===== src/hdl/i2cm_pkg.sv =====
// ---------------------------------------------------------------------------
// i2cm_pkg: shared types and constants of the I2C register transfer engine
// Holds the request codes, the phase enum and the queue entry type.
// ---------------------------------------------------------------------------
`default_nettype none
package i2cm_pkg;

	localparam int BufDepthDefault = 16;
	localparam int QueueDepth      = 2;

	typedef enum logic [1:0] {
		REQ_TICK  = 2'd0,
		REQ_LOAD  = 2'd1,
		REQ_START = 2'd2,
		REQ_NONE  = 2'd3
	} req_t;

	typedef enum logic [1:0] {
		ST_OK       = 2'd0,
		ST_NO_RESP  = 2'd1,
		ST_BROKEN   = 2'd2,
		ST_RESERVED = 2'd3
	} stat_code_t;

	typedef enum logic [1:0] {
		KIND_CHIP_W = 2'd0,
		KIND_REG    = 2'd1,
		KIND_DATA   = 2'd2,
		KIND_CHIP_R = 2'd3
	} kind_t;

	typedef enum logic [4:0] {
		PH_IDLE     = 5'd0,
		PH_START    = 5'd1,
		PH_WB_LOW   = 5'd2,
		PH_WB_HIGH  = 5'd3,
		PH_ACK_LOW  = 5'd4,
		PH_ACK_HIGH = 5'd5,
		PH_ACK_WAIT = 5'd6,
		PH_RB_LOW   = 5'd7,
		PH_RB_HIGH  = 5'd8,
		PH_RB_WAIT  = 5'd9,
		PH_RA_LOW   = 5'd10,
		PH_RA_HIGH  = 5'd11,
		PH_RA_WAIT  = 5'd12,
		PH_RS_A     = 5'd13,
		PH_RS_B     = 5'd14,
		PH_RS_C     = 5'd15,
		PH_RS_D     = 5'd16,
		PH_STOP_A   = 5'd17,
		PH_STOP_B   = 5'd18,
		PH_STOP_C   = 5'd19
	} phase_t;

	// request as held between front and back
	typedef struct packed {
		req_t        req;
		logic [6:0]  chip_addr;
		logic [31:0] reg_addr;
		logic [2:0]  addr_bytes;
		logic [4:0]  byte_count;
		logic        read_not_write;
		logic [7:0]  load_byte;
		logic        scl_in;
		logic        sda_in;
	} entry_t;

	typedef struct packed {
		logic       scl_out;
		logic       sda_out;
		logic [7:0] read_byte;
		logic       read_valid;
		logic       busy_res;
		logic       done_res;
		logic [1:0] status;
	} result_t;

endpackage
`default_nettype wire


===== src/hdl/i2cm_if.sv =====
// ---------------------------------------------------------------------------
// i2cm_req_if / i2cm_res_if: valid/ready channels of the engine
// Request channel carries the input fields, result channel the outputs.
// ---------------------------------------------------------------------------
`default_nettype none
interface i2cm_req_if;
	logic        valid;
	logic        ready;
	logic [1:0]  req_type;
	logic [6:0]  chip_addr;
	logic [31:0] reg_addr;
	logic [2:0]  addr_bytes;
	logic [4:0]  byte_count;
	logic        read_not_write;
	logic [7:0]  load_byte;
	logic        scl_in;
	logic        sda_in;
	modport source (output valid, req_type, chip_addr, reg_addr, addr_bytes, byte_count,
		read_not_write, load_byte, scl_in, sda_in, input ready);
	modport sink (input valid, req_type, chip_addr, reg_addr, addr_bytes, byte_count,
		read_not_write, load_byte, scl_in, sda_in, output ready);
endinterface

interface i2cm_res_if;
	logic       valid;
	logic       ready;
	logic       scl_out;
	logic       sda_out;
	logic [7:0] read_byte;
	logic       read_valid;
	logic       busy_res;
	logic       done_res;
	logic [1:0] status;
	modport source (output valid, scl_out, sda_out, read_byte, read_valid, busy_res,
		done_res, status, input ready);
	modport sink (input valid, scl_out, sda_out, read_byte, read_valid, busy_res,
		done_res, status, output ready);
endinterface
`default_nettype wire


===== src/hdl/i2c_master_register_transfer.sv =====
// ---------------------------------------------------------------------------
// i2c_master_register_transfer: I2C master register read/write engine
// Front intake, request queue and bus sequencer with a registered result.
// ---------------------------------------------------------------------------
// Each request (tick, load byte, start) yields one result; the engine takes
// one request per clock while the queue has room. An accepted request leaves
// the queue when the sequencer steps; its result is then registered and held
// until taken. The sequencer updates its state in one step per request, so
// the sustained rate is one request per cycle while the result side
// keeps taking results; the two-entry queue and the output register let
// either side stall alone.
`default_nettype none
module i2c_master_register_transfer #(
	parameter int BUF_DEPTH = i2cm_pkg::BufDepthDefault
) (
	input wire          clk,
	input wire          arst_n,
	i2cm_req_if.sink    req,
	i2cm_res_if.source  res
);
	logic             q_push, q_full, q_pop, q_empty;
	i2cm_pkg::entry_t q_in, q_out;

	i2cm_front u_front (.req(req), .q_full(q_full), .q_push(q_push), .q_data(q_in));

	i2cm_queue #(.DEPTH(i2cm_pkg::QueueDepth)) u_queue (
		.clk(clk), .arst_n(arst_n), .push(q_push), .push_data(q_in), .full(q_full),
		.pop(q_pop), .pop_data(q_out), .empty(q_empty));

	i2cm_back #(.BUF_DEPTH(BUF_DEPTH)) u_back (
		.clk(clk), .arst_n(arst_n), .q_empty(q_empty), .q_data(q_out), .q_pop(q_pop),
		.res(res));
endmodule
`default_nettype wire


===== src/hdl/i2cm_queue.sv =====
// ---------------------------------------------------------------------------
// i2cm_queue: request queue between front and back
// Small FIFO of decoded requests, registered entries, one push (unless full) and one pop (unless empty) a cycle.
// ---------------------------------------------------------------------------
`default_nettype none
module i2cm_queue #(
	parameter int DEPTH = i2cm_pkg::QueueDepth
) (
	input  wire                    clk,
	input  wire                    arst_n,
	input  wire                    push,
	input  i2cm_pkg::entry_t       push_data,
	output logic                   full,
	input  wire                    pop,
	output i2cm_pkg::entry_t       pop_data,
	output logic                   empty
);
	localparam int AW = (DEPTH > 1) ? $clog2(DEPTH) : 1;

	i2cm_pkg::entry_t mem_q [DEPTH];
	logic [AW-1:0]    wr_q, rd_q;
	logic [AW:0]      cnt_q;

	assign full     = (cnt_q == (AW+1)'(DEPTH));
	assign empty    = (cnt_q == '0);
	assign pop_data = mem_q[rd_q];

	// storage
	always_ff @(posedge clk) begin
		if (push && !full) mem_q[wr_q] <= push_data;
	end

	// pointers and fill
	always_ff @(posedge clk or negedge arst_n) begin
		if (!arst_n) begin
			wr_q  <= '0;
			rd_q  <= '0;
			cnt_q <= '0;
		end else begin
			if (push && !full)
				wr_q <= (wr_q == AW'(DEPTH - 1)) ? '0 : wr_q + AW'(1);
			if (pop && !empty)
				rd_q <= (rd_q == AW'(DEPTH - 1)) ? '0 : rd_q + AW'(1);
			cnt_q <= cnt_q + (AW+1)'(push && !full) - (AW+1)'(pop && !empty);
		end
	end
endmodule
`default_nettype wire


===== src/hdl/i2cm_front.sv =====
// ---------------------------------------------------------------------------
// i2cm_front: request intake
// Classifies each request and masks fields the request type does not use.
// ---------------------------------------------------------------------------
`default_nettype none
module i2cm_front (
	i2cm_req_if.sink          req,
	input  wire               q_full,
	output logic              q_push,
	output i2cm_pkg::entry_t  q_data
);
	assign req.ready = !q_full;
	assign q_push    = req.valid && !q_full;

	// unused fields are zeroed so the back sees clean entries
	always_comb begin
		q_data = '0;
		q_data.req = i2cm_pkg::req_t'(req.req_type);
		unique case (i2cm_pkg::req_t'(req.req_type))
			i2cm_pkg::REQ_TICK: begin
				q_data.scl_in = req.scl_in;
				q_data.sda_in = req.sda_in;
			end
			i2cm_pkg::REQ_LOAD: q_data.load_byte = req.load_byte;
			i2cm_pkg::REQ_START: begin
				q_data.chip_addr      = req.chip_addr;
				q_data.reg_addr       = req.reg_addr;
				q_data.addr_bytes     = req.addr_bytes;
				q_data.byte_count     = req.byte_count;
				q_data.read_not_write = req.read_not_write;
			end
			default: q_data.req = i2cm_pkg::REQ_NONE;
		endcase
	end
endmodule
`default_nettype wire


===== src/hdl/i2cm_back.sv =====
// ---------------------------------------------------------------------------
// i2cm_back: bus engine
// Runs the phase sequencer one request a cycle unless the queue is empty or the result stalls; registers the result.
// ---------------------------------------------------------------------------
`default_nettype none
module i2cm_back #(
	parameter int BUF_DEPTH = i2cm_pkg::BufDepthDefault
) (
	input  wire               clk,
	input  wire               arst_n,
	input  wire               q_empty,
	input  i2cm_pkg::entry_t  q_data,
	output logic              q_pop,
	i2cm_res_if.source        res
);
	localparam int BW = (BUF_DEPTH > 1) ? $clog2(BUF_DEPTH) : 1;
	localparam logic [8:0] DEPTH9 = 9'(BUF_DEPTH);

	// state
	i2cm_pkg::phase_t phase_q, phase_d;
	i2cm_pkg::kind_t  kind_q, kind_d;
	logic [3:0]  bitc_q, bitc_d;
	logic [7:0]  shift_q, shift_d;
	logic [8:0]  lptr_q, lptr_d;
	logic [4:0]  bidx_q, bidx_d;
	logic [31:0] raddr_q, raddr_d;
	logic [2:0]  aleft_q, aleft_d;
	logic [6:0]  chip_q, chip_d;
	logic        dir_q, dir_d;
	logic [4:0]  cnt_q, cnt_d;
	logic [1:0]  stat_q, stat_d;
	logic        scl_q, scl_d, sda_q, sda_d;
	logic [7:0]  buf_q [BUF_DEPTH];

	logic        out_valid_q;
	i2cm_pkg::result_t out_q, out_d;
	logic        step;
	logic        buf_we;
	logic [8:0]  rd_addr;
	logic [7:0]  buf_rd_q;

	assign step  = !q_empty && (!out_valid_q || res.ready);
	assign q_pop = step;
	assign buf_we = step && q_data.req == i2cm_pkg::REQ_LOAD &&
		phase_q == i2cm_pkg::PH_IDLE && lptr_q < DEPTH9;
	// byte the next data send will need: current index, or the one after a data byte
	assign rd_addr = 9'(bidx_q) + ((kind_q == i2cm_pkg::KIND_DATA) ? 9'd1 : 9'd0);

	// write buffer; the read is registered ahead of use, the index is stable long before an ack
	always_ff @(posedge clk) begin
		if (buf_we) buf_q[lptr_q[BW-1:0]] <= q_data.load_byte;
		if (rd_addr < DEPTH9) buf_rd_q <= buf_q[rd_addr[BW-1:0]];
		else buf_rd_q <= 8'h00;
	end

	// next state: a tick may run on into a follow-on pass, unrolled as flat cases
	always_comb begin
		logic       again;
		logic       nack;
		logic [3:0] bc;
		logic [7:0] sh;
		logic [4:0] bi;
		phase_d = phase_q; kind_d = kind_q; bitc_d = bitc_q; shift_d = shift_q;
		lptr_d = lptr_q; bidx_d = bidx_q; raddr_d = raddr_q; aleft_d = aleft_q;
		chip_d = chip_q; dir_d = dir_q; cnt_d = cnt_q; stat_d = stat_q;
		scl_d = scl_q; sda_d = sda_q;
		out_d = '0;
		again = 1'b0; nack = 1'b0; bc = '0; sh = '0; bi = '0;
		unique case (q_data.req)
			i2cm_pkg::REQ_LOAD: if (buf_we) lptr_d = lptr_q + 9'd1;
			i2cm_pkg::REQ_START: if (phase_q == i2cm_pkg::PH_IDLE) begin
				chip_d  = q_data.chip_addr;
				raddr_d = q_data.reg_addr;
				aleft_d = (q_data.addr_bytes > 3'd4) ? 3'd4 : q_data.addr_bytes;
				dir_d   = q_data.read_not_write;
				cnt_d   = (!q_data.read_not_write && 9'(q_data.byte_count) > DEPTH9) ?
					DEPTH9[4:0] : q_data.byte_count;
				bidx_d = '0; bitc_d = '0; shift_d = '0; lptr_d = '0;
				stat_d = i2cm_pkg::ST_NO_RESP;
				phase_d = i2cm_pkg::PH_START;
			end
			i2cm_pkg::REQ_TICK: begin
				unique case (phase_q)
					i2cm_pkg::PH_START: begin
						scl_d = 1'b1; sda_d = 1'b0;
						shift_d = {chip_q, 1'b0}; bitc_d = '0;
						kind_d = i2cm_pkg::KIND_CHIP_W; phase_d = i2cm_pkg::PH_WB_LOW;
					end
					i2cm_pkg::PH_WB_LOW: begin
						scl_d = 1'b0; sda_d = shift_q[7]; phase_d = i2cm_pkg::PH_WB_HIGH;
					end
					i2cm_pkg::PH_WB_HIGH: begin
						scl_d = 1'b1; sda_d = shift_q[7];
						shift_d = {shift_q[6:0], 1'b0};
						bitc_d = bitc_q + 4'd1;
						phase_d = (bitc_q + 4'd1 >= 4'd8) ? i2cm_pkg::PH_ACK_LOW :
							i2cm_pkg::PH_WB_LOW;
					end
					i2cm_pkg::PH_ACK_LOW: begin
						scl_d = 1'b0; sda_d = 1'b1; phase_d = i2cm_pkg::PH_ACK_HIGH;
					end
					i2cm_pkg::PH_ACK_HIGH: begin
						scl_d = 1'b1; sda_d = 1'b1; phase_d = i2cm_pkg::PH_ACK_WAIT;
					end
					i2cm_pkg::PH_ACK_WAIT: begin
						if (!q_data.scl_in) begin
							scl_d = 1'b1; sda_d = 1'b1;
						end else begin
							nack = q_data.sda_in;
							again = 1'b1;
						end
					end
					i2cm_pkg::PH_RB_LOW: begin
						scl_d = 1'b0; sda_d = 1'b1; phase_d = i2cm_pkg::PH_RB_HIGH;
					end
					i2cm_pkg::PH_RB_HIGH: begin
						scl_d = 1'b1; sda_d = 1'b1; phase_d = i2cm_pkg::PH_RB_WAIT;
					end
					i2cm_pkg::PH_RB_WAIT: begin
						if (!q_data.scl_in) begin
							scl_d = 1'b1; sda_d = 1'b1;
						end else begin
							sh = {shift_q[6:0], q_data.sda_in};
							bc = bitc_q + 4'd1;
							shift_d = sh; bitc_d = bc;
							if (bc >= 4'd8) begin
								out_d.read_byte = sh; out_d.read_valid = 1'b1;
								// acknowledge low half follows in the same tick
								scl_d = 1'b0;
								sda_d = (5'(bidx_q + 5'd1) >= cnt_q);
								phase_d = i2cm_pkg::PH_RA_HIGH;
							end else begin
								scl_d = 1'b0; sda_d = 1'b1;
								phase_d = i2cm_pkg::PH_RB_HIGH;
							end
						end
					end
					i2cm_pkg::PH_RA_LOW: begin
						scl_d = 1'b0; sda_d = (5'(bidx_q + 5'd1) >= cnt_q);
						phase_d = i2cm_pkg::PH_RA_HIGH;
					end
					i2cm_pkg::PH_RA_HIGH: begin
						scl_d = 1'b1; sda_d = (5'(bidx_q + 5'd1) >= cnt_q);
						phase_d = i2cm_pkg::PH_RA_WAIT;
					end
					i2cm_pkg::PH_RA_WAIT: begin
						if (!q_data.scl_in) begin
							scl_d = 1'b1;
						end else begin
							bi = bidx_q + 5'd1;
							bidx_d = bi;
							if (bi < cnt_q) begin
								bitc_d = '0; shift_d = '0;
								scl_d = 1'b0; sda_d = 1'b1;
								phase_d = i2cm_pkg::PH_RB_HIGH;
							end else begin
								stat_d = i2cm_pkg::ST_OK;
								scl_d = 1'b0; sda_d = 1'b0;
								phase_d = i2cm_pkg::PH_STOP_B;
							end
						end
					end
					i2cm_pkg::PH_RS_A: begin
						scl_d = 1'b0; phase_d = i2cm_pkg::PH_RS_B;
					end
					i2cm_pkg::PH_RS_B: begin
						scl_d = 1'b0; sda_d = 1'b1; phase_d = i2cm_pkg::PH_RS_C;
					end
					i2cm_pkg::PH_RS_C: begin
						scl_d = 1'b1; sda_d = 1'b1; phase_d = i2cm_pkg::PH_RS_D;
					end
					i2cm_pkg::PH_RS_D: begin
						scl_d = 1'b1; sda_d = 1'b0;
						shift_d = {chip_q, 1'b1}; bitc_d = '0;
						kind_d = i2cm_pkg::KIND_CHIP_R; phase_d = i2cm_pkg::PH_WB_LOW;
					end
					i2cm_pkg::PH_STOP_A: begin
						scl_d = 1'b0; sda_d = 1'b0; phase_d = i2cm_pkg::PH_STOP_B;
					end
					i2cm_pkg::PH_STOP_B: begin
						scl_d = 1'b1; sda_d = 1'b0; phase_d = i2cm_pkg::PH_STOP_C;
					end
					i2cm_pkg::PH_STOP_C: begin
						scl_d = 1'b1; sda_d = 1'b1; out_d.done_res = 1'b1;
						phase_d = i2cm_pkg::PH_IDLE;
					end
					default: begin
						scl_d = 1'b1; sda_d = 1'b1; phase_d = i2cm_pkg::PH_IDLE;
					end
				endcase
				// after an acknowledge: pick the next byte, then run its first half
				if (again) begin
					logic       dstage;
					logic       send;
					logic       fin;
					logic       rs;
					logic [7:0] val;
					logic [2:0] al;
					logic [4:0] bx;
					dstage = 1'b0; send = 1'b0; fin = 1'b0; rs = 1'b0;
					val = '0; al = aleft_q; bx = bidx_q;
					if (nack) begin
						scl_d = 1'b0; sda_d = 1'b0; phase_d = i2cm_pkg::PH_STOP_B;
					end else begin
						case (kind_q)
							i2cm_pkg::KIND_CHIP_W: stat_d = i2cm_pkg::ST_BROKEN;
							i2cm_pkg::KIND_REG: if (al != 3'd0) al = al - 3'd1;
							i2cm_pkg::KIND_DATA: bx = bidx_q + 5'd1;
							default: ;
						endcase
						aleft_d = al; bidx_d = bx;
						if (kind_q == i2cm_pkg::KIND_CHIP_R) begin
							if (cnt_q == 5'd0) fin = 1'b1;
							else begin
								bitc_d = '0; shift_d = '0;
								scl_d = 1'b0; sda_d = 1'b1;
								phase_d = i2cm_pkg::PH_RB_HIGH;
							end
						end else if (kind_q != i2cm_pkg::KIND_DATA && al != 3'd0) begin
							send = 1'b1; kind_d = i2cm_pkg::KIND_REG;
							val = raddr_q[8*(al-3'd1) +: 8];
						end else begin
							dstage = 1'b1;
						end
						if (dstage) begin
							if (dir_q) rs = 1'b1;
							else if (bx < cnt_q && 9'(bx) < DEPTH9) begin
								send = 1'b1; kind_d = i2cm_pkg::KIND_DATA;
								val = buf_rd_q;
							end else fin = 1'b1;
						end
						if (fin) begin
							stat_d = i2cm_pkg::ST_OK;
							scl_d = 1'b0; sda_d = 1'b0; phase_d = i2cm_pkg::PH_STOP_B;
						end
						if (rs) begin
							scl_d = 1'b0; phase_d = i2cm_pkg::PH_RS_B;
						end
						if (send) begin
							bitc_d = '0; shift_d = val;
							scl_d = 1'b0; sda_d = val[7];
							phase_d = i2cm_pkg::PH_WB_HIGH;
						end
					end
				end
			end
			default: ;
		endcase
		out_d.scl_out  = scl_d;
		out_d.sda_out  = sda_d;
		out_d.busy_res = (phase_d != i2cm_pkg::PH_IDLE);
		out_d.status   = stat_d;
	end

	// state registers
	always_ff @(posedge clk or negedge arst_n) begin
		if (!arst_n) begin
			phase_q <= i2cm_pkg::PH_IDLE; kind_q <= i2cm_pkg::KIND_CHIP_W;
			bitc_q <= '0; shift_q <= '0; lptr_q <= '0; bidx_q <= '0;
			raddr_q <= '0; aleft_q <= '0; chip_q <= '0; dir_q <= 1'b0;
			cnt_q <= '0; stat_q <= '0; scl_q <= 1'b1; sda_q <= 1'b1;
			out_valid_q <= 1'b0;
		end else begin
			if (step) begin
				phase_q <= phase_d; kind_q <= kind_d; bitc_q <= bitc_d;
				shift_q <= shift_d; lptr_q <= lptr_d; bidx_q <= bidx_d;
				raddr_q <= raddr_d; aleft_q <= aleft_d; chip_q <= chip_d;
				dir_q <= dir_d; cnt_q <= cnt_d; stat_q <= stat_d;
				scl_q <= scl_d; sda_q <= sda_d;
				out_valid_q <= 1'b1;
			end else if (res.ready) begin
				out_valid_q <= 1'b0;
			end
		end
	end

	// result register
	always_ff @(posedge clk) begin
		if (step) out_q <= out_d;
	end

	assign res.valid      = out_valid_q;
	assign res.scl_out    = out_q.scl_out;
	assign res.sda_out    = out_q.sda_out;
	assign res.read_byte  = out_q.read_byte;
	assign res.read_valid = out_q.read_valid;
	assign res.busy_res   = out_q.busy_res;
	assign res.done_res   = out_q.done_res;
	assign res.status     = out_q.status;
endmodule
`default_nettype wire


===== src/flat_wrapper.sv =====
// flat-port wrapper written by rule: the top's interface ports become plain ports
module i2c_master_register_transfer_flat 
#(
	parameter int BUF_DEPTH = i2cm_pkg::BufDepthDefault
)
  (clk, arst_n, req_valid, req_req_type, req_chip_addr, req_reg_addr, req_addr_bytes, req_byte_count, req_read_not_write, req_load_byte, req_scl_in, req_sda_in, req_ready, res_valid, res_scl_out, res_sda_out, res_read_byte, res_read_valid, res_busy_res, res_done_res, res_status, res_ready);
  i2cm_req_if req_i ();
  i2cm_res_if res_i ();
  input wire clk;
  input wire arst_n;
  input wire logic [$bits(req_i.valid)-1:0] req_valid;
  input wire logic [$bits(req_i.req_type)-1:0] req_req_type;
  input wire logic [$bits(req_i.chip_addr)-1:0] req_chip_addr;
  input wire logic [$bits(req_i.reg_addr)-1:0] req_reg_addr;
  input wire logic [$bits(req_i.addr_bytes)-1:0] req_addr_bytes;
  input wire logic [$bits(req_i.byte_count)-1:0] req_byte_count;
  input wire logic [$bits(req_i.read_not_write)-1:0] req_read_not_write;
  input wire logic [$bits(req_i.load_byte)-1:0] req_load_byte;
  input wire logic [$bits(req_i.scl_in)-1:0] req_scl_in;
  input wire logic [$bits(req_i.sda_in)-1:0] req_sda_in;
  output wire logic [$bits(req_i.ready)-1:0] req_ready;
  output wire logic [$bits(res_i.valid)-1:0] res_valid;
  output wire logic [$bits(res_i.scl_out)-1:0] res_scl_out;
  output wire logic [$bits(res_i.sda_out)-1:0] res_sda_out;
  output wire logic [$bits(res_i.read_byte)-1:0] res_read_byte;
  output wire logic [$bits(res_i.read_valid)-1:0] res_read_valid;
  output wire logic [$bits(res_i.busy_res)-1:0] res_busy_res;
  output wire logic [$bits(res_i.done_res)-1:0] res_done_res;
  output wire logic [$bits(res_i.status)-1:0] res_status;
  input wire logic [$bits(res_i.ready)-1:0] res_ready;
  assign req_i.valid = req_valid;
  assign req_i.req_type = req_req_type;
  assign req_i.chip_addr = req_chip_addr;
  assign req_i.reg_addr = req_reg_addr;
  assign req_i.addr_bytes = req_addr_bytes;
  assign req_i.byte_count = req_byte_count;
  assign req_i.read_not_write = req_read_not_write;
  assign req_i.load_byte = req_load_byte;
  assign req_i.scl_in = req_scl_in;
  assign req_i.sda_in = req_sda_in;
  assign req_ready = req_i.ready;
  assign res_valid = res_i.valid;
  assign res_scl_out = res_i.scl_out;
  assign res_sda_out = res_i.sda_out;
  assign res_read_byte = res_i.read_byte;
  assign res_read_valid = res_i.read_valid;
  assign res_busy_res = res_i.busy_res;
  assign res_done_res = res_i.done_res;
  assign res_status = res_i.status;
  assign res_i.ready = res_ready;
  i2c_master_register_transfer #(.BUF_DEPTH(BUF_DEPTH)) u_core (.clk(clk), .arst_n(arst_n), .req(req_i), .res(res_i));
endmodule

===== config.mk =====
export PLATFORM = sky130hd
export DESIGN_NAME = i2c_master_register_transfer_flat
export DESIGN_NICKNAME = d
export VERILOG_FILES = /design/src/hdl/i2cm_pkg.sv /design/src/hdl/i2cm_if.sv /design/src/hdl/i2c_master_register_transfer.sv /design/src/hdl/i2cm_queue.sv /design/src/hdl/i2cm_front.sv /design/src/hdl/i2cm_back.sv /design/src/flat_wrapper.sv
export SDC_FILE = /design/constraint.sdc
export NUM_CORES = 1
export LEC_CHECK = 0
export ABC_CLOCK_PERIOD_IN_PS = 3380
export BUFFER_PORTS_ARGS = -buffer_cell sky130_fd_sc_hd__buf_2
export CAP_MARGIN = 15
export CELL_PAD_IN_SITES_DETAIL_PLACEMENT = 1
export CELL_PAD_IN_SITES_GLOBAL_PLACEMENT = 2
export CORE_ASPECT_RATIO = 1.4
export CORE_UTILIZATION = 41
export CTS_BUF_LIST = sky130_fd_sc_hd__clkbuf_8
export DETAILED_ROUTE_END_ITERATION = 7
export GPL_TIMING_DRIVEN = 0
export PLACE_DENSITY = 0.86
export SKIP_CTS_REPAIR_TIMING = 1
export SLEW_MARGIN = 20
export SYNTH_ARGS = -nofsm -noshare
export SYNTH_HDL_FRONTEND = slang
export SYNTH_SLANG_ARGS = --single-unit

===== constraint.sdc =====
create_clock -name clk -period 3.38 [get_ports clk]
set_input_delay 0.338 -clock clk [delete_from_list [all_inputs] [get_ports clk]]
set_output_delay 0.338 -clock clk [all_outputs]
set_load 0.02 [all_outputs]

## Word level (Yosys, flattened, before mapping)

Memory sizes are Yosys's and may differ from the RTL's. A register that Yosys moved wholly into a read port is not among the register bits.
Cells that the tools add are included.

| operators by class | value |
|---|---|
| multiply operators | 0 |
| mux-type cells | 154 |
| equal/unequal tests | 32 |
| shift operators | 1 |
| order comparisons | 9 |
| divide/modulo/power cells | 0 |
| bitwise operators | 0 |
| add/subtract/negate cells | 10 |
| reduce and logical (&&, ||, !) cells | 42 |

Operators by type and width:

| cell | number |
|---|---|
| $mux 8 | 15 |
| $mux 5 | 21 |
| $pmux 5 s17 | 1 |
| $mux 1 | 65 |
| $mux 48 | 1 |
| $eq 5x4->1 const B | 8 |
| $pmux 8 s5 | 1 |
| $mux 2 | 18 |
| $mux 4 | 9 |
| $shiftx 32x33->8 | 1 |
| $mux 3 | 10 |
| $eq 5x3->1 const B | 4 |
| $eq 5x5->1 const B | 4 |
| $pmux 5 s2 | 2 |
| $mux 9 | 2 |
| $pmux 9 s2 | 1 |
| $pmux 4 s4 | 1 |
| $pmux 8 s2 | 1 |
| $eq 2x2->1 const B | 5 |
| $eq 5x2->1 const B | 2 |
| $logic_and 1x1->1 | 10 |
| $logic_not 5->1 | 2 |
| $lt 5x5->1 | 2 |
| $ne 2x2->1 const B | 5 |
| 37 further kinds | 57 |

| word-level totals | value |
|---|---|
| output and inout bits | 17 |
| memories kept | 2 |
| memory bits (read-only) | 0 |
| register bits after elaboration | 105 |
| input port bits | 64 |
| latch bits | 0 |
| word-level logic and storage cells | 275 |
| RAM bits | 248 |

Memories:

| name | depth | bits a word | rd ports | clocked after memory_dff | wr ports | RTL line | text |
|---|---|---|---|---|---|---|---|
| u_core.u_back.buf_q | 16 | 8 | 1 | 1 | 1 | i2cm_back.sv:33 | `logic [7:0] buf_q [BUF_DEPTH];` |
| u_core.u_queue.mem_q | 2 | 60 | 1 | 0 | 1 | i2cm_queue.sv:20 | `i2cm_pkg::entry_t mem_q [DEPTH];` |

## Longest topological paths before layout

Gate-level depths: netlist of the first run.
An unclocked memory read counts as a cell.

| depth | value |
|---|---|
| depth after elaboration | 25 |
| gate-level depth with buffers | 16 |
| gate-level depth less buffers | 15 |

## Hierarchy

From an unflattened synthesis of the first run, not the netlist that was laid out.

| unflattened totals | value |
|---|---|
| cells, all modules | 1214 |
| area total of the unflattened synthesis | 16615.9 um^2 |

By module, submodules not included:

| module | sequential area each (um^2) | cells an instance | area each (um^2) | instances |
|---|---|---|---|---|
| i2cm_back | 6608.8 | 935 | 11165.7 | 1 |
| i2cm_queue | 3703.6 | 205 | 4829.6 | 1 |
| i2cm_front | 0.0 | 74 | 620.6 | 1 |

## Least setup slack after synthesis of the first run

No wires, ideal clock.

| timing path | value |
|---|---|
| path type | flip-flop to flip-flop |
| start point | register u_core.u_queue.cnt_q[1] |
| end point | memory u_core.u_queue.mem_q[0][0] (netlist bit) (enable) |
| data required time | 2.902 ns |
| data arrival time | 3.286 ns |
| clock period less this slack | 3.765 ns |
| stages on the path, launching flop included | 4 |
| setup slack | -0.385 ns |
| path buffers | 0 |
| library setup time | 0.478 ns |
| path through | dfrtp_1 > nand2b_1 > nand2_1 > nor2_1 |

| between the ends | value |
|---|---|
| longest elaborated chain between the ends | 6 |

RTL lines:

| element | RTL line | text |
|---|---|---|
| start, declared | i2cm_queue.sv:22 | `logic [AW:0] cnt_q;` |
| start signal, assigned | i2cm_queue.sv:44 | `cnt_q <= cnt_q + (AW+1)'(push && !full) - (AW+1)'(pop && !empty);` |
| $eq 2x2->1 * | i2cm_queue.sv:24 | `assign full = (cnt_q == (AW+1)'(DEPTH));` |
| $logic_not 1->1 * | n/a |  |
| via req_ready | flat_wrapper.sv:21 | `output wire logic [$bits(req_i.ready)-1:0] req_ready;` |
| $logic_and 1x1->1 | i2cm_front.sv:13 | `assign q_push = req.valid && !q_full;` |
| $logic_and 1x1->1 * | i2cm_queue.sv:30 | `if (push && !full) mem_q[wr_q] <= push_data;` |
| $mux 1 * | i2cm_queue.sv:30 |  |
| $mux 1 (not written as such) * | i2cm_queue.sv:30 |  |
| end, declared | i2cm_queue.sv:20 |  |

The timed path passes the listed nets; every way through them passes the cells marked *.

==> results of run 1 <==
[registers in the layout (all words and copies together) (netlist names), 2 cells and up]
name and count:
u_core.u_back.buf_q 128, u_core.u_queue.mem_q 120, u_core.u_back.raddr_q 32, u_core.u_back.lptr_q 9, u_core.u_back.buf_rd_q 8, u_core.u_back.res.read_byte 8
u_core.u_back.shift_q 8, u_core.u_back.chip_q 7, u_core.u_back.bidx_q 5, u_core.u_back.cnt_q 5, u_core.u_back.phase_q 5, u_core.u_back.bitc_q 4
u_core.u_back.aleft_q 3, u_core.u_back.kind_q 2, u_core.u_back.res.status 2, u_core.u_back.stat_q 2, u_core.u_queue.cnt_q 2
[worst reg2reg max path: cells and delay by family, from the launching register on]
family	cells	cell delay, ns
AOI/OAI and AO/OA	6	1.16
DFF	1	0.38
buffers and inverters	3	0.28
and+or+nand+nor	3	0.70
adders and majority gates	3	0.70
[path summary, 6_finish.rpt]
path | startpoint | end | slack, ns | depth (start not counted)
setup reg to reg | u_core.u_back.aleft_q[0] | u_core.u_back.res.sda_out | -0.11 | 15
setup / recovery | u_core.u_back.aleft_q[0] | u_core.u_back.res.sda_out | -0.11 | 15
max in group asynchronous | arst_n | u_core.u_back.scl_q | 2.53 | 3
hold reg to reg | u_core.u_back.raddr_q[10] | u_core.u_back.raddr_q[10] | 0.49 | 2
hold / removal | req_chip_addr[1] | u_core.u_queue.mem_q[0][52] | 0.04 | 2
min in group asynchronous | arst_n | u_core.u_back.phase_q[0] | 0.17 | 2
[final cells by class]
class	count	area (um2)	share of cell area
plain buffers	63	289	0.0155
clock inverters	38	239	0.0128
clock buffers	58	798	0.0428
multi-input cells	716	5570	0.298
inverters	27	106	0.00570
well taps	522	653	0.0350
diodes	1	2.50	0.000134
flip-flops and latches	361	10300	0.553
repair buffers	108	681	0.0365
[cells in the final DEF, fill, tap and decap left out, types with 5 or more instances in the layout]
| master | instances |
|---|---|
| a21oi_1 | 24 |
| dfxtp_1 | 8 |
| nor2_1 | 37 |
| mux2i_1 | 51 |
| xnor2_1 | 10 |
| ha_1 | 19 |
| mux2_2 | 13 |
| nor2b_1 | 7 |
| nor2_2 | 5 |
| inv_1 | 43 |
| nor3_2 | 8 |
| clkinv_2 | 8 |
| a22oi_1 | 13 |
| clkbuf_1 | 40 |
| buf_4 | 22 |
| and3_1 | 11 |
| clkbuf_8 | 58 |
| nand2b_1 | 17 |
| nand3b_1 | 8 |
| mux4_2 | 39 |
| nand3_1 | 18 |
| clkinv_1 | 7 |
| or3_1 | 7 |
| o21ai_0 | 73 |
| o21ai_1 | 8 |
| buf_1 | 8 |
| nand4_1 | 5 |
| buf_6 | 7 |
| a21o_1 | 10 |
| nand2_1 | 121 |
| nor3_1 | 10 |
| dfrtp_1 | 84 |
| and2_1 | 70 |
| edfxtp_1 | 263 |
| o22ai_1 | 17 |
| xor2_1 | 8 |
| a22oi_2 | 6 |
| buf_2 | 88 |
| o221ai_1 | 6 |
[kinds of logic after synthesis]
logic type / synth area share
simple gates: 0.117
xor+xnor: 0.0114
compound gates: 0.0871
fa+ha+maj: 0.0188
mux: 0.0962
buf+inv: 0.0237
flops: 0.646
[through the flow]
step                      cell area, um2  total power, W  setup TNS [ns]   util
after CTS                          18200          0.0148          -20.59  0.474
after floorplan                    16000         0.00967               0      -
after global placement             17000          0.0111          -41.47  0.444
after global routing               18700          0.0161           -5.93  0.486
after detailed placement           17200          0.0114          -18.95  0.447
final                              18700          0.0153          -0.111  0.486
[routing by layer]
layer / vias up / global-route usage / wire (um)
met5: - / 0 / 0
met4: 0 / 0.0777 / 1260
met3: 89 / 0.0282 / 1530
met2: 270 / 0.384 / 22700
met1: 5361 / 0.257 / 17000
li1: 4715 / - / -
[report_power, final]
part	leakage (nW)	internal, W	switching, W
logic	2.80	0.00213	0.00338
registers	3.70	0.00587	0.000446
clock network	0.613	0.00181	0.00167
==> flow_metrics.tcl, run 1 <==
set metrics [dict create \
    pre_cts_ws_ns -0.840 \
    clockBufferDepth 3 \
    stdcell_count 1894 \
    synth_seq_cells 361 \
    hp-class "in -> reg" \
    crit_slowest_cell "dfrtp_2" \
    synth_top_area_frac 0.495 \
    drv_cap 0 \
    wl_um 42500 \
    layout-drive-gt1-share 0.228 \
    cts.sinks 361 \
    grt_pass1_vias 10900 \
    grt_max_degree 73 \
    worst_pin_slew_ns 1.11 \
    area_growth_pct 16.8 \
    place_inst 1774 \
    final_max_slew_viol_count 0 \
    ant_nets 0 \
    viasPerCell 5.51 \
    cellPowerDensity_nw_per_um2 820 \
    required_ns 3.70 \
    p_leak_nw 7.10 \
    rsz0062_at_grt "yes" \
    synth_edf_count 263 \
    period_minus_slack_ns 3.49 \
    clk_pin_slew_worst_paths_ns 0.07 \
    peakVddDrop_mv 0.422 \
    crit_type "reg -> reg" \
    synth.avg_cell_area_um2 13.7 \
    critPathBufInv 3 \
    synth_area_leaders "edfxtp_1, dfrtp_1, mux4_2" \
    yosysTopAreaCell "edfxtp_1" \
    die_area_um2 39700 \
    setup_ws_ns -0.111 \
    overflow 0 \
    cts_buffers 52 \
    fp.coreArea_um2 38400 \
    fill_cells 3948 \
    insertion_delay_ns 0.60 \
    synth_seq_area_share 0.646 \
    synth.most_common_cell "edfxtp_1" \
    worst_setup_path_start_kind "register" \
    synthTopCellsByCount "edfxtp_1, nand2_1, dfrtp_1" \
    dp.final_hpwl_um 30300 \
    cts_root_buf "clkbuf_8" \
    endpoint_kind "register" \
    outcome "complete, but fails checks" \
    critPathArrivalTime_ns 3.81 \
    path_delay_family "compound AO/OA/AOI/OAI gates" \
    gp_congestion 0.916 \
    fp.dieH_um 235 \
    drc 0 \
    rows 85 \
    dr.pass1.iters 6 \
    grt_pass1_wl_um 63700 \
    nets 1417 \
    synth-main-ff-cell "edfxtp_1" \
    grt_use_total 0.213 \
    synthArstFlopShare 0.249 \
    io_pins 81 \
    crit_chain "inv_2, ha_2, ha_4, or3b_4, buf_6, nor2_4, a21oi_2, ha_4, clkinv_4, a2111oi_4, a41oi_1, and3_4, a311o_1, a21oi_2, o31ai_4" \
    drt-initial-drc-count 797 \
    port_buffers 80 \
    htreeDepth 2 \
    die_x_um 169 \
    holdWs_ns 0.0406 \
    routed-via-count 10400 \
    syn_nets 1256 \
    wire_per_inst_um 22.4 \
    finalHoldViolCount 0 \
    fin_skew_ns 0.0242 \
    antenna_found_initial 1 \
    violations "setup timing" \
    period_share 1.03 \
    path_max_fanout 5 \
    relSlewSlack 0.258 \
    cts_tree "yes" \
    synth.distinct_cells 78 \
    syn_inst 1168 \
    syn-cell-area_um2 16000 \
    setup_violations 1 \
    initial_utilization 0.416 \
    yosys_warnings 0 \
    cpPeakStageDelay_ns 0.38 \
    clock.fmax_mhz 286 \
]
(Power assumes the default switching activity.)
==> run 2: changes to the inputs <==
Settings changed: SKIP_LAST_GASP set to 1, SYNTH_HIERARCHICAL set to 1.
==> flow_metrics.tcl, run 2 <==
set metrics [dict create \
    outcome "finished, final reports clean" \
    period_minus_slack_ns 3.30 \
    wl_um 42600 \
    cts.sinks 361 \
    syn_inst 1214 \
    critPathArrivalTime_ns 3.59 \
    clk_pin_slew_worst_paths_ns 0.06 \
    period_share 0.975 \
    initial_utilization 0.418 \
    crit_type "reg -> reg" \
    grt_pass1_wl_um 65700 \
    cts_root_buf "clkbuf_8" \
    routed-via-count 10600 \
    die_area_um2 41300 \
    peakVddDrop_mv 0.591 \
    yosys_warnings 6 \
    mostFrequentLayoutCell "edfxtp_1" \
    relSlewSlack 0.320 \
    holdPathStages 3 \
    syn_nets 1302 \
    synth_seq_cells 361 \
    clock.fmax_mhz 303 \
    finalHoldViolCount 0 \
    finish.utilization 0.485 \
    endpoint_kind "register" \
    io_pins 81 \
    synth_top_area_frac 0.475 \
    crit_chain "buf_6, buf_12, mux2_4, or4b_2, or4_4, nor3b_4, and2_4" \
    synth.avg_cell_area_um2 13.7 \
    drc 0 \
    synth.most_common_cell "edfxtp_1" \
    wire_per_inst_um 22.0 \
    antenna_found_initial 1 \
    p_leak_nw 7.75 \
    synthTopCellsByCount "edfxtp_1, nand2_1, dfrtp_1" \
    fp.coreArea_um2 39700 \
    layout-drive-gt1-share 0.260 \
    synth_edf_count 263 \
    largest_register_ffs 128 \
    cpPeakStageDelay_ns 0.75 \
    cts_buffers 53 \
    insertion_delay_ns 0.61 \
    area_growth_pct 15.9 \
    fp.dieH_um 240 \
    cts_tree "yes" \
    syn-cell-area_um2 16600 \
    worstRegToRegCells 7 \
    grt_pass1_vias 11500 \
    synth.distinct_cells 72 \
    cellPowerDensity_nw_per_um2 774 \
    hp-class "in -> reg" \
    nets 1456 \
    required_ns 3.67 \
    rows 86 \
    final_cell_mix "edfxtp_1, nand2_1, buf_2, dfrtp_1, clkbuf_8" \
    ant_nets 0 \
    drv_cap 0 \
    setup_violations 0 \
    synth_seq_area_share 0.621 \
    worst_pin_slew_ns 1.02 \
    path_delay_family "simple AND/OR/NAND/NOR gates" \
    grt_use_total 0.211 \
    final_max_slew_viol_count 0 \
    drt-initial-drc-count 658 \
    yosysTopAreaCell "edfxtp_1" \
    synth_area_leaders "edfxtp_1, dfrtp_1, mux4_2" \
    fill_cells 4088 \
    synthArstFlopShare 0.249 \
    holdWs_ns 0.0200 \
    htreeDepth 2 \
    grt_max_degree 69 \
    viasPerCell 5.47 \
    synth-main-ff-cell "edfxtp_1" \
    port_buffers 78 \
    die_x_um 172 \
    crit_slowest_cell "or4b_2" \
    overflow 0 \
    clockBufferDepth 3 \
    seq_area_um2 10300 \
    path_max_fanout 10 \
    dp.final_hpwl_um 30500 \
    path_depth 7 \
    multiInputGateArea_um2 6010 \
    worst_setup_path_start_kind "register" \
    gp_congestion 0.889 \
    fin_skew_ns 0.0252 \
    dr.pass1.iters 5 \
    critPathBufInv 2 \
]
==> run 2: changes by cell type in the layout (fill, tap and decap cells not counted), sizes merged, moves of 42 or more <==
cell   previous run  this run
mux2             13        61
nand2           122       196
and3b             0        56
mux2i            51         1
and2             70        21
o21ai            82        40
==> run 2: worst register-to-register path, cell delays in order (launching register included) <==
cell	delay, ns
dfrtp_1	0.34
buf_6	0.20
buf_12	0.19
mux2_4	0.39
or4b_2	0.75
or4_4	0.58
nor3b_4	0.28
and2_4	0.28
==> run 2: stage by stage <==
step	setup TNS, ns	worst slack (ns)	cell area (um2)	total power, W	std cells
6_report	0	0.0844	19300	0.0149	1940
5_1_grt	-0.0427	-0.0196	19300	0.0157	1940
4_1_cts	-54.32	-0.542	18900	0.0148	1922
3_5_place_dp	-45.98	-0.522	17800	0.0113	1824
3_3_place_gp	-42.60	-0.459	17700	0.0110	1820
2_1_floorplan	0	0.0276	16600	0.00967	1214
==> run 2: final cells by class <==
class,count,area share
buffer,73,0.0243
clock buffer,62,0.0443
tap,528,0.0343
timing repair buffer,99,0.0328
inverter,23,0.00468
antenna,1,0.000130
clock inverter,36,0.0114
sequential,361,0.536
multi-input combinational,756,0.312
timing repair inverter,1,0.000260
==> run 2: power breakdown <==
group          leakage (nW)  internal [W]  switching [W]
Clock                 0.623       0.00183        0.00165
Sequential             3.67       0.00586       0.000452
Combinational          3.45       0.00214        0.00297
Total                  7.75       0.00984        0.00507
==> run 2: kinds of logic after synthesis <==
| logic type | share of synthesized area |
|---|---|
| multiplexers | 0.109 |
| buffers and inverters | 0.0328 |
| adder cells (fa/ha/maj) | 0.0181 |
| XOR/XNOR | 0.0105 |
| AO/OA/AOI/OAI | 0.0627 |
| AND/OR/NAND/NOR | 0.146 |
| flip-flops | 0.621 |
==> run 2: final timing paths <==
path | startpoint | endpoint | slack, ns
max | u_core/u_queue/rd_q | u_core/u_back/buf_q[10][6] | 0.08
min | res_ready | u_core/u_back/res.valid | 0.02
max reg2reg | u_core/u_queue/rd_q | u_core/u_back/buf_q[10][6] | 0.08
min reg2reg | u_core/u_back/raddr_q[16] | u_core/u_back/raddr_q[16] | 0.48
max in group asynchronous | arst_n | u_core/u_queue/cnt_q[0] | 2.56
min in group asynchronous | arst_n | u_core/u_back/bitc_q[2] | 0.17
==> run 2: per-layer routing <==
layer  vias to the layer above  GRT usage  wire (um)  part of all wire
met5                         -          0          0                 0
met4                         0     0.0831       1500             0.035
met3                        93     0.0316       1630             0.038
met2                       271      0.386      22800              0.54
met1                      5409      0.245      16700              0.39
li1                       4838          -          -                 -
